<file path="src/design/mlfd_pkg.sv">
// ----------------------------------------------------------------------------
// mlfd_pkg
// Shared types, constants and marker tables for the marker and length
// frame deframer.
// ----------------------------------------------------------------------------
package mlfd_pkg;

  localparam int unsigned HEADER_BYTES  = 24;
  localparam int unsigned LENGTH_OFFSET = 0;
  localparam int unsigned HEAD_LEN      = 16;
  localparam int unsigned TAIL_LEN      = 8;

  localparam logic [7:0] HEAD_MARK [16] = '{
    8'haa, 8'hab, 8'hac, 8'hbb, 8'hba, 8'hbc, 8'hcc, 8'hca,
    8'hcb, 8'hdd, 8'hda, 8'hdb, 8'hee, 8'hea, 8'hff, 8'hfa
  };

  localparam logic [7:0] TAIL_MARK [8] = '{
    8'hae, 8'hbe, 8'hce, 8'hde, 8'h0a, 8'h0b, 8'h0c, 8'h0d
  };

  typedef enum logic [2:0] {
    KIND_HUNT     = 3'd0,
    KIND_HEAD_END = 3'd1,
    KIND_HEADER   = 3'd2,
    KIND_PAYLOAD  = 3'd3,
    KIND_AFTER    = 3'd4,
    KIND_DONE     = 3'd5,
    KIND_LEN_ERR  = 3'd6
  } kind_e;

  typedef struct packed {
    kind_e       kind;
    logic [30:0] plen;
  } result_t;

endpackage

</file>
<file path="src/design/marker_length_frame_deframer.sv">
// ----------------------------------------------------------------------------
// marker_length_frame_deframer
// Tags each received byte with its role in a marker and length delimited
// frame, with an input register and a result register around the core.
// Each accepted byte is held in the input register, then moves with its result into the result register.
// Throughput: one byte per cycle while the output is not stalled, set by the single-step core update.
// Reset: asynchronous active low; the block then hunts for the head marker.
// ----------------------------------------------------------------------------
module marker_length_frame_deframer (
  input  logic        clk_i,
  input  logic        rst_ni,
  input  logic        s_axis_tvalid,
  output logic        s_axis_tready,
  input  logic [7:0]  s_axis_tdata,   // [7:0] rx_byte
  output logic        m_axis_tvalid,
  input  logic        m_axis_tready,
  output logic [39:0] m_axis_tdata,   // [7:0] out_byte, [38:8] payload_length, [39] zero
  output logic [2:0]  m_axis_tuser    // [2:0] kind
);
  import mlfd_pkg::*;

  logic        in_valid_q, in_valid_d;
  logic [7:0]  in_byte_q;
  logic        out_valid_q, out_valid_d;
  logic [7:0]  out_byte_q;
  result_t     out_res_q;
  result_t     core_res;
  logic        advance;

  assign advance       = in_valid_q && (!out_valid_q || m_axis_tready);
  assign s_axis_tready = !in_valid_q || advance;

  always_comb begin
    in_valid_d = s_axis_tready ? s_axis_tvalid : in_valid_q;
    if (advance) begin
      out_valid_d = 1'b1;
    end else if (m_axis_tready) begin
      out_valid_d = 1'b0;
    end else begin
      out_valid_d = out_valid_q;
    end
  end

  mlfd_core u_core (
    .clk_i    (clk_i),
    .rst_ni   (rst_ni),
    .step_i   (advance),
    .byte_i   (in_byte_q),
    .result_o (core_res)
  );

  always_ff @(posedge clk_i or negedge rst_ni) begin
    if (!rst_ni) begin
      in_valid_q  <= 1'b0;
      out_valid_q <= 1'b0;
    end else begin
      in_valid_q  <= in_valid_d;
      out_valid_q <= out_valid_d;
    end
  end

  always_ff @(posedge clk_i) begin
    if (s_axis_tvalid && s_axis_tready) begin
      in_byte_q <= s_axis_tdata;
    end
    if (advance) begin
      out_byte_q <= in_byte_q;
      out_res_q  <= core_res;
    end
  end

  assign m_axis_tvalid = out_valid_q;
  assign m_axis_tdata  = {1'b0, out_res_q.plen, out_byte_q};
  assign m_axis_tuser  = out_res_q.kind;

endmodule

</file>
<file path="src/design/mlfd_core.sv">
// ----------------------------------------------------------------------------
// mlfd_core
// Frame state and the single-step classification of one received byte:
// head and tail marker matching, header collection and payload counting.
// ----------------------------------------------------------------------------
module mlfd_core (
  input  logic              clk_i,
  input  logic              rst_ni,
  input  logic              step_i,
  input  logic [7:0]        byte_i,
  output mlfd_pkg::result_t result_o
);
  import mlfd_pkg::*;

  typedef enum logic [3:0] {
    PH_HEAD = 4'b0001,
    PH_HDR  = 4'b0010,
    PH_PAY  = 4'b0100,
    PH_TAIL = 4'b1000
  } phase_e;

  phase_e      phase_q, phase_d;
  logic [4:0]  mm_q, mm_d;
  logic [7:0]  hc_q, hc_d;
  logic [31:0] lw_q, lw_d;
  logic [30:0] pc_q, pc_d;

  logic        tail_sel;
  logic [4:0]  mark_len;
  logic [4:0]  m0;
  logic [4:0]  m1;
  logic [7:0]  mark_b;
  logic [7:0]  first_b;
  logic        hit;
  logic [8:0]  hc_sum;

  always_comb begin
    tail_sel = (phase_q == PH_TAIL);
    mark_len = tail_sel ? 5'(TAIL_LEN) : 5'(HEAD_LEN);
    m0       = (mm_q >= mark_len) ? 5'd0 : mm_q;
    mark_b   = tail_sel ? TAIL_MARK[m0[2:0]] : HEAD_MARK[m0[3:0]];
    first_b  = tail_sel ? TAIL_MARK[0] : HEAD_MARK[0];
    if (byte_i == mark_b) begin
      m1 = m0 + 5'd1;
    end else if (m0 != 5'd0) begin
      m1 = (byte_i == first_b) ? 5'd1 : 5'd0;
    end else begin
      m1 = 5'd0;
    end
    hit = (m1 >= mark_len);
  end

  always_comb begin
    phase_d       = phase_q;
    mm_d          = mm_q;
    hc_d          = hc_q;
    lw_d          = lw_q;
    pc_d          = pc_q;
    hc_sum        = {1'b0, hc_q} + 9'd1;
    result_o.kind = KIND_HUNT;
    result_o.plen = '0;
    case (phase_q)
      PH_HDR: begin
        result_o.kind = KIND_HEADER;
        if (({1'b0, hc_q} >= 9'(LENGTH_OFFSET)) && ({1'b0, hc_q} < 9'(LENGTH_OFFSET + 4))) begin
          lw_d = {lw_q[23:0], byte_i};
        end
        hc_d = hc_sum[7:0];
        if (hc_sum >= 9'(HEADER_BYTES)) begin
          hc_d = '0;
          pc_d = '0;
          mm_d = '0;
          if (lw_d[31]) begin
            result_o.kind = KIND_LEN_ERR;
            phase_d       = PH_HEAD;
          end else if (lw_d == 32'd0) begin
            phase_d = PH_TAIL;
          end else begin
            phase_d = PH_PAY;
          end
        end
      end
      PH_PAY: begin
        result_o.kind = KIND_PAYLOAD;
        result_o.plen = lw_q[30:0];
        pc_d          = pc_q + 31'd1;
        if (pc_d >= lw_q[30:0]) begin
          phase_d = PH_TAIL;
          mm_d    = '0;
        end
      end
      PH_TAIL: begin
        result_o.plen = lw_q[30:0];
        if (hit) begin
          result_o.kind = KIND_DONE;
          phase_d       = PH_HEAD;
          mm_d          = '0;
        end else begin
          result_o.kind = KIND_AFTER;
          mm_d          = m1;
        end
      end
      default: begin
        if (hit) begin
          result_o.kind = KIND_HEAD_END;
          phase_d       = PH_HDR;
          mm_d          = '0;
          hc_d          = '0;
          lw_d          = '0;
          pc_d          = '0;
        end else begin
          result_o.kind = KIND_HUNT;
          phase_d       = PH_HEAD;
          mm_d          = m1;
        end
      end
    endcase
  end

  always_ff @(posedge clk_i or negedge rst_ni) begin
    if (!rst_ni) begin
      phase_q <= PH_HEAD;
      mm_q    <= '0;
      hc_q    <= '0;
      lw_q    <= '0;
      pc_q    <= '0;
    end else if (step_i) begin
      phase_q <= phase_d;
      mm_q    <= mm_d;
      hc_q    <= hc_d;
      lw_q    <= lw_d;
      pc_q    <= pc_d;
    end
  end

`ifndef ASSERT_OFF
  a_mm_range: assert property (@(posedge clk_i) disable iff (!rst_ni)
    mm_q < 5'(HEAD_LEN))
    else $error("marker match count out of range");

  a_tail_mm_range: assert property (@(posedge clk_i) disable iff (!rst_ni)
    (phase_q == PH_TAIL) |-> (mm_q < 5'(TAIL_LEN)))
    else $error("tail match count out of range");

  a_hc_range: assert property (@(posedge clk_i) disable iff (!rst_ni)
    {1'b0, hc_q} < 9'(HEADER_BYTES))
    else $error("header count out of range");

  a_pay_len: assert property (@(posedge clk_i) disable iff (!rst_ni)
    (phase_q == PH_PAY) |-> (!lw_q[31] && (pc_q < lw_q[30:0])))
    else $error("payload phase with invalid length or count");
`endif

endmodule
</file>
<file path="config.mk">
export PLATFORM = sky130hd
export DESIGN_NAME = marker_length_frame_deframer
export DESIGN_NICKNAME = d
export VERILOG_FILES = /design/src/design/mlfd_pkg.sv /design/src/design/marker_length_frame_deframer.sv /design/src/design/mlfd_core.sv
export SDC_FILE = /design/constraint.sdc
export NUM_CORES = 1
export LEC_CHECK = 0
export ABC_AREA = 0
export BUFFER_PORTS_ARGS = -buffer_cell sky130_fd_sc_hd__buf_2
export CORE_MARGIN = 2
export CORE_UTILIZATION = 68
export CTS_BUF_LIST = sky130_fd_sc_hd__clkbuf_8
export CTS_CLUSTER_SIZE = 25
export DETAILED_ROUTE_END_ITERATION = 8
export PLACE_DENSITY_LB_ADDON = 0.3
export SETUP_SLACK_MARGIN = 0.1
export SYNTH_ARGS = -nofsm -noshare
export SYNTH_HDL_FRONTEND = slang
export SYNTH_SLANG_ARGS = --single-unit
</file>
<file path="constraint.sdc">
create_clock -name clk_i -period 10.4 [get_ports clk_i]
set_input_delay 1.04 -clock clk_i [delete_from_list [all_inputs] [get_ports clk_i]]
set_output_delay 1.04 -clock clk_i [all_outputs]
set_load 0.03 [all_outputs]
</file>
==> flow_metrics.env, run 1 <==
export IMPL_syn2layout_area_growth_pct=9.87
export IMPL_first_iter_violations=536
export IMPL_wl_per_cell_um=19.0
export IMPL_ys_types=64
export IMPL_crit_chain="or4b_1 -> clkinv_2 -> a21oi_1 -> nand2_1 -> ha_1 -> or2_2 -> a31oi_1 -> a211o_1 -> nand4_1 -> a2111oi_4 -> nand4_1 -> ha_1 -> inv_1 -> o41a_1 -> inv_1 -> nand4_2 -> a21oi_1 -> o32ai_1"
export IMPL_fin_ws_ns=3.97
export IMPL_grt_pass1_vias=5853
export IMPL_worst_pin_slew_ns=1.10
export IMPL_crit_path_end_kind="register"
export IMPL_grt_remaining_overflow=0
export IMPL_muxShareOfSynthArea_pct=4.60
export IMPL_synth_top_area_share_pct=27.1
export IMPL_synthSimpleGateAreaFrac_pct=17.7
export IMPL_synth_nets=792
export IMPL_regToRegSetupSlack_ns=3.97
export IMPL_die_area_um2=11900
export IMPL_hold_viol_final=0
export IMPL_grt_pass1_wl_um=28900
export IMPL_yosys_warnings=0
export IMPL_maxSlewHeadroom_pct=25.7
export IMPL_cts_root_buf="clkbuf_8"
export IMPL_grt_max_degree=83
export IMPL_io_pins=57
export IMPL_cts_max_level=4
export IMPL_dp_hpwl_um=12500
export IMPL_rsz0062_at_grt="false"
export IMPL_synthAdderAreaFrac_pct=6.86
export IMPL_netlist_instances=739
export IMPL_cp_required_ns=10.70
export IMPL_p_per_area_nw_per_um2=124
export IMPL_syn_area_per_cell_um2=10.1
export IMPL_cp_arrival_ns=6.73
export IMPL_synth_flop_cell="dfrtp_1"
export IMPL_drive_gt1_share_pct=12.9
export IMPL_firstDrtPassIters=7
export IMPL_ys_seq_elements=132
export IMPL_fin_crit_ns=6.43
export IMPL_cts_tree="built"
export IMPL_synth_top_family_by_area="simple AND/OR/NAND/NOR gates"
export IMPL_fin_crit_sh_pct=61.8
export IMPL_antenna_left=0
export IMPL_cts_setup_buffers=0
export IMPL_worst_setup_path_type="reg2reg"
export IMPL_cts_hold_buf=0
export IMPL_final_area_um2=8220
export IMPL_synth_common_cells="81 x dfrtp_1, 76 x nor2_1, 63 x nand2_1"
export IMPL_netlist_area_um2=7480
export IMPL_synth_edff_count=50
export IMPL_grt_use_total_pct=32.1
export IMPL_vias=6019
export IMPL_die_y_um=109
export IMPL_numCtsBuffers=17
export IMPL_dieWidth_um=109
export IMPL_wl_um=17800
export IMPL_slew_violations=0
export IMPL_yosys_top_cells_area="dfrtp_1 27%, edfxtp_1 20%, ha_1 6.9%"
export IMPL_clockBufferDepth=2
export IMPL_finalClockSkew_ns=0.0106
export IMPL_crit_family="compound AO/OA/AOI/OAI gates"
export IMPL_num_antenna_cells=0
export IMPL_worst_hold_path_type="reg2reg"
export IMPL_antenna_found_initial=0
export IMPL_core_area_um2=10800
export IMPL_path_clk_slew_ns=0.07
export IMPL_seqCellArea_um2=3550
export IMPL_clock_sinks=132
export IMPL_start_util_pct=69.3
export IMPL_p_leak_uw=0.00352
export IMPL_fill_cells=719
export IMPL_nets=838
export IMPL_cpPeakStageDelay_ns=0.65
export IMPL_layoutNonFillerInstCount=938
export IMPL_setup_viol=0
export IMPL_gp_congestion=0.875
export IMPL_crit_buf_inv=3
export IMPL_setup_tns_ns=0
export IMPL_synth_compound_area_share_pct=14.5
export IMPL_yosysTopAreaCell="dfrtp_1"
export IMPL_crit_slowest_cell="a21oi_1"
export IMPL_yosysMostFrequentCell="dfrtp_1"
export IMPL_place_inst=906
export IMPL_pre_cts_ws_ns=4.01
export IMPL_critPathMaxFanout=27
export IMPL_ir_drop_mv=0.102
export IMPL_io_buffers=55
export IMPL_multiInputGateArea_um2=3580
export IMPL_floorplan_rows=38
export IMPL_worstSkewPairLatency_ns=0.44
export IMPL_cts_resized=0
export IMPL_viasPerCell=6.42
export IMPL_placed_area_um2=7850
export IMPL_synthArstFlopShare_pct=62.1
export IMPL_yosys_area_share_xor_xnor_pct=4.10
export IMPL_drc=0
export IMPL_status="finished, final reports clean"
export IMPL_cp_start_kind="register"
export IMPL_cap_violations=0
export IMPL_max_freq_mhz=156
export IMPL_yosysSeqAreaShare_pct=47.5
==> cell type report <==
cell class | count | area share, %
multi-input cells | 516 | 43.6
flip-flops and latches | 132 | 43.3
repair buffers | 62 | 4.02
clock buffers | 21 | 3.52
inverters | 56 | 2.57
well taps | 140 | 2.13
clock inverters | 11 | 0.883
==> worst register-to-register path, cell delays in order (launching register included) <==
cell and delay, ns:
dfstp_2 0.58, or4b_1 0.46, clkinv_2 0.37, a21oi_1 0.35
nand2_1 0.17, ha_1 0.37, or2_2 0.31, a31oi_1 0.24
a211o_1 0.17, nand4_1 0.14, a2111oi_4 0.51, nand4_1 0.22
ha_1 0.35, inv_1 0.04, o41a_1 0.46, inv_1 0.11
nand4_2 0.63, a21oi_1 0.66, o32ai_1 0.16
==> placed cells by master, fill, tap and decap left out, types with 8 or more instances in the layout <==
cell type	instances
dfrtp_1	81
a22o_1	32
nor4_1	12
ha_1	41
nand2_1	63
inv_1	60
nor2b_1	10
nand4_1	13
buf_4	8
edfxtp_1	50
mux2i_1	31
clkbuf_8	21
xnor2_1	17
nand3_1	26
buf_2	54
xor2_1	18
nor2_1	75
a211oi_1	22
o21ai_1	8
a21oi_1	19
o21ai_0	10
and3_1	19
==> cell families after synthesis <==
family          after synthesis
fa+ha+maj                    41
buf+inv                      91
simple gates                263
flops                       132
mux                          34
other cells                   1
compound gates              142
xor+xnor                     35
==> power breakdown <==
group          leakage [uW]  internal (uW)  switching, uW  total [uW]
clock network      0.000213            207            186         394
registers           0.00154            556           7.44         563
logic               0.00176           13.7           50.1        63.8
==> registers in the layout, indices dropped and copies added, names as in the netlist <==
| signal | count |
|---|---|
| u_core.phase_q | 4 |
| u_core.lw_q | 32 |
| m_axis_tdata | 31 |
| u_core.mm_q | 5 |
| u_core.hc_q | 8 |
| u_core.pc_q | 31 |
| in_byte_q | 8 |
| m_axis_tuser | 3 |
| m_axis_tvalid | 1 |
| in_valid_q | 1 |
| out_byte_q | 8 |
==> through the flow <==
stage	utilization [%]	power [uW]	hold slack [ns]
after floorplan	-	613	0.424
after global placement	72.8	636	0.472
after global routing	76.1	1050	0.515
after CTS	76.1	1030	0.495
final	76.1	1020	0.489
after detailed placement	72.8	638	0.479
==> metal layers <==
| metal | vias up | track usage, % | wire length [um] |
|---|---|---|---|
| met5 | - | 0 | 0 |
| met4 | 0 | 12.8 | 429 |
| met3 | 46 | 7.23 | 1430 |
| met2 | 299 | 51.0 | 8450 |
| met1 | 2897 | 42.9 | 7510 |
| li1 | 2777 | - | - |
==> final timing paths <==
path | startpoint | to | cells after the start
setup / recovery | u_core.phase_q[0] | u_core.lw_q[31] | 18
hold / removal | in_valid_q | m_axis_tvalid | 1
setup reg to reg | u_core.phase_q[0] | u_core.lw_q[31] | 18
hold reg to reg | in_valid_q | m_axis_tvalid | 1
max in group asynchronous | rst_ni | u_core.pc_q[16] | 1
min in group asynchronous | rst_ni | u_core.hc_q[0] | 1
Note: power is estimated with default switching activity, not from simulation.
==> run 2, diff against run 1 <==
--- a/config.mk
+++ b/config.mk
@@ -8,7 +8,7 @@
 export ABC_AREA = 0
 export BUFFER_PORTS_ARGS = -buffer_cell sky130_fd_sc_hd__buf_2
 export CORE_MARGIN = 2
-export CORE_UTILIZATION = 68
+export CORE_UTILIZATION = 63
 export CTS_BUF_LIST = sky130_fd_sc_hd__clkbuf_8
 export CTS_CLUSTER_SIZE = 25
 export DETAILED_ROUTE_END_ITERATION = 8
==> constraint.sdc (replaced) <==
create_clock -name clk_i -period 6.2 [get_ports clk_i]
set_input_delay 0.62 -clock clk_i [delete_from_list [all_inputs] [get_ports clk_i]]
set_output_delay 0.62 -clock clk_i [all_outputs]
set_load 0.03 [all_outputs]
==> run 2 against run 1 <==
Net effect:
- the run now ends with design-rule violations left
- clock skew up 0.0013 ns
- via count up 0.53%
- count of clock-buffer cells in the layout down 2
- cell area up 0.69%
- flip-flop and latch count unchanged
- maximum frequency up 18%
- sequential share of layout area down 0.29 points
- first-iteration DRC count up 18%
- utilization down 4.3 points
- non-clock buffer count up 5
- routed wire length about the same
- highest routed layer unchanged
- worst hold slack worse by 0.15 ns
==> flow_metrics.env, run 2 (same netlist as run 1, synthesis figures left out) <==
export IMPL_cts_resized=0
export IMPL_vias=6051
export IMPL_die_area_um2=12800
export IMPL_cp_start_kind="register"
export IMPL_firstDrtPassIters=7
export IMPL_cp_arrival_ns=5.79
export IMPL_grt_pass1_vias=5788
export IMPL_drive_gt1_share_pct=13.7
export IMPL_grt_pass1_wl_um=29100
export IMPL_crit_path_end_kind="register"
export IMPL_die_y_um=113
export IMPL_dp_hpwl_um=12300
export IMPL_worst_pin_slew_ns=1.21
export IMPL_syn2layout_area_growth_pct=10.6
export IMPL_fin_crit_ns=5.45
export IMPL_drc=4
export IMPL_antenna_left=0
export IMPL_io_pins=57
export IMPL_cts_root_buf="clkbuf_8"
export IMPL_viasPerCell=6.40
export IMPL_p_per_area_nw_per_um2=212
export IMPL_rsz0062_at_grt="false"
export IMPL_clockBufferDepth=2
export IMPL_gp_congestion=0.901
export IMPL_io_buffers=55
export IMPL_dieWidth_um=113
export IMPL_cts_tree="built"
export IMPL_worst_hold_path_type="in2async"
export IMPL_p_leak_uw=0.00352
export IMPL_maxSlewHeadroom_pct=18.4
export IMPL_fill_cells=839
export IMPL_path_clk_slew_ns=0.08
export IMPL_multiInputGateArea_um2=3580
export IMPL_seqCellArea_um2=3550
export IMPL_grt_use_total_pct=29.3
export IMPL_largest_register_ffs=32
export IMPL_slew_violations=0
export IMPL_hold_viol_final=0
export IMPL_cts_hold_buf=0
export IMPL_core_area_um2=11500
export IMPL_start_util_pct=64.9
export IMPL_clock_sinks=132
export IMPL_num_antenna_cells=0
export IMPL_first_iter_violations=634
export IMPL_ir_drop_mv=0.212
export IMPL_finalClockSkew_ns=0.0119
export IMPL_setup_viol=0
export IMPL_critPathMaxFanout=31
export IMPL_nets=843
export IMPL_wl_per_cell_um=18.8
export IMPL_cts_setup_buffers=0
export IMPL_cp_required_ns=6.54
export IMPL_power_total_uw=1750
export IMPL_layout_commonest_cell="dfrtp_1"
export IMPL_antenna_found_initial=0
export IMPL_violations="design-rule violations"
export IMPL_max_freq_mhz=183
export IMPL_wl_um=17800
export IMPL_status="complete, but fails checks"
export IMPL_worstSkewPairLatency_ns=0.46
export IMPL_regMostFlops="u_core.lw_q"
export IMPL_grt_remaining_overflow=0
export IMPL_final_cell_mix="81 x dfrtp_1, 75 x nor2_1, 63 x nand2_1"
export IMPL_setup_tns_ns=0
export IMPL_cap_violations=0
export IMPL_grt_max_degree=83
export IMPL_cts_max_level=4
export IMPL_fin_util_pct=71.8
export IMPL_floorplan_rows=39
export IMPL_worst_setup_path_type="reg2reg"
export IMPL_numCtsBuffers=17
export IMPL_fin_crit_sh_pct=87.9
-- run 2: cell count changes in the layout (fill, tap and decap cells not counted), sizes merged --
| cell | change |
|---|---|
| clkinv | +4 |
| inv | -5 |
| buf | +5 |
| bufinv | +1 |
| clkbuf | -2 |
| clkinvlp | +2 |
-- run 2: where the power goes --
group | internal [uW] | switching, uW | leakage, uW
sequential | 932 | 12.9 | 0.00154
clock | 368 | 331 | 0.000195
combinational | 23.4 | 83.1 | 0.00178
-- run 2: worst max-delay path, cell delays in order, from the launching register on --
cell       delay [ns]
dfrtp_1          0.44
or4b_1           0.53
buf_4            0.21
clkinv_2         0.07
nand2_1          0.05
nand3_1          0.23
ha_1             0.32
or2_2            0.31
a31oi_1          0.29
a211o_1          0.18
nand4_1          0.14
a2111oi_4        0.34
nand4_1          0.21
ha_1             0.35
inv_1            0.04
o41a_1           0.45
nor2b_1          0.15
nand4_1          0.15
a21o_1           0.54
a22o_1           0.33
-- run 2: worst paths after layout --
| kind | start | endpoint | slack [ns] | cells past startpoint |
|---|---|---|---|---|
| worst max register to register | u_core.phase_q[1] | u_core.lw_q[11] | 0.75 | 19 |
| worst max-delay path | u_core.phase_q[1] | u_core.lw_q[11] | 0.75 | 19 |
| worst min register to register | in_valid_q | m_axis_tvalid | 0.50 | 1 |
| max in group asynchronous | rst_ni | u_core.pc_q[21] | 5.17 | 1 |
| worst min-delay path | rst_ni | u_core.hc_q[0] | 0.34 | 1 |
| min in group clk_i | s_axis_tdata[7] | in_byte_q[7] | 0.34 | 1 |
-- run 2: area by class of cell --
type / instances / area share (%)
clock buffers: 19 / 3.16
flip-flops and latches: 132 / 43.0
repair buffers: 67 / 4.45
inverters: 56 / 2.56
clock inverters: 13 / 1.39
well taps: 143 / 2.16
multi-input cells: 516 / 43.3
-- run 2: through the flow --
stage	hold WS (ns)	setup slack [ns]	instances	instance area, um^2
floorplan	0.324	1.17	739	7480
global placement	0.472	0.979	914	7900
detailed placement	0.486	0.839	914	7900
CTS	0.325	0.837	946	8270
global route	0.323	0.354	946	8270
finish	0.340	0.750	946	8270
-- run 2: routing by layer --
metal,part of all wire [%],up-vias,global-route usage [%],routed length (um)
met1,44,2937,40.7,7800
met5,0,-,0,0
met4,2.6,0,11.4,462
met2,46,281,45.1,8170
li1,-,2784,-,-
met3,7.7,49,7.02,1380
==> run 3, diff against run 2 <==
--- a/config.mk
+++ b/config.mk
@@ -7,7 +7,7 @@
 export LEC_CHECK = 0
 export ABC_AREA = 0
 export BUFFER_PORTS_ARGS = -buffer_cell sky130_fd_sc_hd__buf_2
-export CORE_MARGIN = 2
+export CORE_MARGIN = 3
 export CORE_UTILIZATION = 63
 export CTS_BUF_LIST = sky130_fd_sc_hd__clkbuf_8
 export CTS_CLUSTER_SIZE = 25
==> run 3 against run 2 <==
Net effect:
- the run now ends clean
- routed wire length is 1.2% higher
- global-route usage shrank 0.68 points
- sequential share of layout area decreased by 0.28 points
- sequential power about the same
- clock skew decreased by 0.0028 ns
- combinational power about the same
- first-iteration DRC count rose by 12%
- critical path depth shrank 1
- setup slack worse by 0.064 ns
- highest routed layer unchanged
==> flow_metrics.env, run 3 (same netlist as run 1, synthesis figures left out) <==
export IMPL_status="finished, final reports clean"
export IMPL_finalClockSkew_ns=0.00906
export IMPL_grt_remaining_overflow=0
export IMPL_vias=6062
export IMPL_layout_commonest_cell="dfrtp_1"
export IMPL_fin_crit_ns=5.51
export IMPL_antenna_found_initial=0
export IMPL_r2r_start="u_core.phase_q[1]"
export IMPL_max_freq_mhz=181
export IMPL_grt_pass1_wl_um=29500
export IMPL_worst_pin_slew_ns=1.14
export IMPL_path_clk_slew_ns=0.08
export IMPL_placed_area_um2=7880
export IMPL_cp_arrival_ns=5.85
export IMPL_timing_hold_ws_ns=0.338
export IMPL_cts_root_buf="clkbuf_8"
export IMPL_clock_sinks=132
export IMPL_worst_hold_path_type="in2async"
export IMPL_p_per_area_nw_per_um2=225
export IMPL_cts_max_level=4
export IMPL_num_antenna_cells=0
export IMPL_slew_violations=0
export IMPL_cts_hold_buf=0
export IMPL_setup_tns_ns=0
export IMPL_worstSkewPairLatency_ns=0.46
export IMPL_crit_path_end_kind="register"
export IMPL_floorplan_rows=39
export IMPL_largest_register_ffs=32
export IMPL_clockBufferDepth=2
export IMPL_io_buffers=55
export IMPL_power_frac_comb_pct=5.7
export IMPL_final_cell_mix="81 x dfrtp_1, 75 x nor2_1, 63 x nand2_1"
export IMPL_cap_violations=0
export IMPL_wl_um=18000
export IMPL_fin_ws_ns=0.686
export IMPL_cts_tree="built"
export IMPL_die_area_um2=13200
export IMPL_grt_max_degree=83
export IMPL_antenna_left=0
export IMPL_clock_power_share_pct=43.9
export IMPL_layoutNonFillerInstCount=944
export IMPL_hold_viol_final=0
export IMPL_maxSlewHeadroom_pct=22.6
export IMPL_dieWidth_um=115
export IMPL_wl_per_cell_um=19.1
export IMPL_grt_use_total_pct=28.6
export IMPL_critPathMaxFanout=31
export IMPL_viasPerCell=6.42
export IMPL_final_area_um2=8330
export IMPL_nets=841
export IMPL_p_leak_uw=0.00353
export IMPL_core_area_um2=11500
export IMPL_p_seq_share_pct=50.4
export IMPL_worst_setup_path_type="reg2reg"
export IMPL_drive_gt1_share_pct=13.9
export IMPL_cts_setup_buffers=0
export IMPL_grt_pass1_vias=5949
export IMPL_fill_cells=806
export IMPL_start_util_pct=64.9
export IMPL_place_inst=912
export IMPL_ir_drop_mv=0.170
export IMPL_dp_hpwl_um=12300
export IMPL_cp_required_ns=6.54
export IMPL_io_pins=57
export IMPL_drc=0
export IMPL_gp_congestion=0.888
export IMPL_fin_crit_sh_pct=88.9
export IMPL_die_y_um=115
export IMPL_crit_start="u_core.phase_q[1]"
export IMPL_firstDrtPassIters=5
export IMPL_rsz0062_at_grt="false"
export IMPL_cp_start_kind="register"
export IMPL_pre_cts_ws_ns=0.777
export IMPL_p_int_uw=1430
export IMPL_power_switching_uw=446
export IMPL_regToRegSetupSlack_ns=0.69
export IMPL_cts_resized=0
export IMPL_numCtsBuffers=17
export IMPL_syn2layout_area_growth_pct=11.4
export IMPL_setup_viol=0
export IMPL_regMostFlops="u_core.lw_q"
export IMPL_p_sw_share_pct=23.8
export IMPL_first_iter_violations=711
run 3: worst max-delay path: stages (launching register included):
cell and delay, ns:
dfrtp_1 0.44, or4b_1 0.58, clkinv_2 0.11, nand2_1 0.06
nand3_1 0.24, ha_1 0.32, or2_2 0.30, a31oi_1 0.23
a211o_1 0.15, nand4_1 0.14, a2111oi_4 0.54, nand4_1 0.22
ha_1 0.35, inv_1 0.06, o41a_1 0.48, nor2b_1 0.13
nand4_1 0.15, a21o_1 0.55, a22o_1 0.33
run 3: layout make-up:
type / instances / area, um^2 / area share, %
multi-input cells: 516 / 3580 / 43.0
repair buffers: 65 / 353 / 4.24
clock buffers: 17 / 234 / 2.81
well taps: 143 / 179 / 2.15
flip-flops and latches: 132 / 3550 / 42.7
inverters: 56 / 211 / 2.54
clock inverters: 15 / 213 / 2.55
run 3: final timing paths:
check | to | cells past startpoint
hold reg to reg | m_axis_tvalid | 1
hold / removal | u_core.pc_q[9] | 1
setup / recovery | u_core.lw_q[4] | 18
max in group asynchronous | u_core.pc_q[17] | 1
min in group clk_i | in_byte_q[1] | 1
setup reg to reg | u_core.lw_q[4] | 18
run 3: power by group through the flow:
stage / clock [uW] / sequential [uW] / combinational [uW]
floorplan: 0 / 996 / 31.7
global placement: 0 / 962 / 105
detailed placement: 0 / 962 / 107
CTS: 830 / 945 / 108
global route: 869 / 947 / 115
finish: 823 / 945 / 107
run 3: per-layer routing:
metal	routed length, um	track usage [%]
met1	7660	38.8
met2	8370	44.0
met3	1520	7.16
met4	481	12.6
met5	0	0
run 3: through the flow:
step / total power (uW) / util [%]
CTS: 1880 / 72.3
finish: 1870 / 72.3
floorplan: 1030 / -
detailed placement: 1070 / 68.4
global route: 1930 / 72.3
global placement: 1070 / 68.4
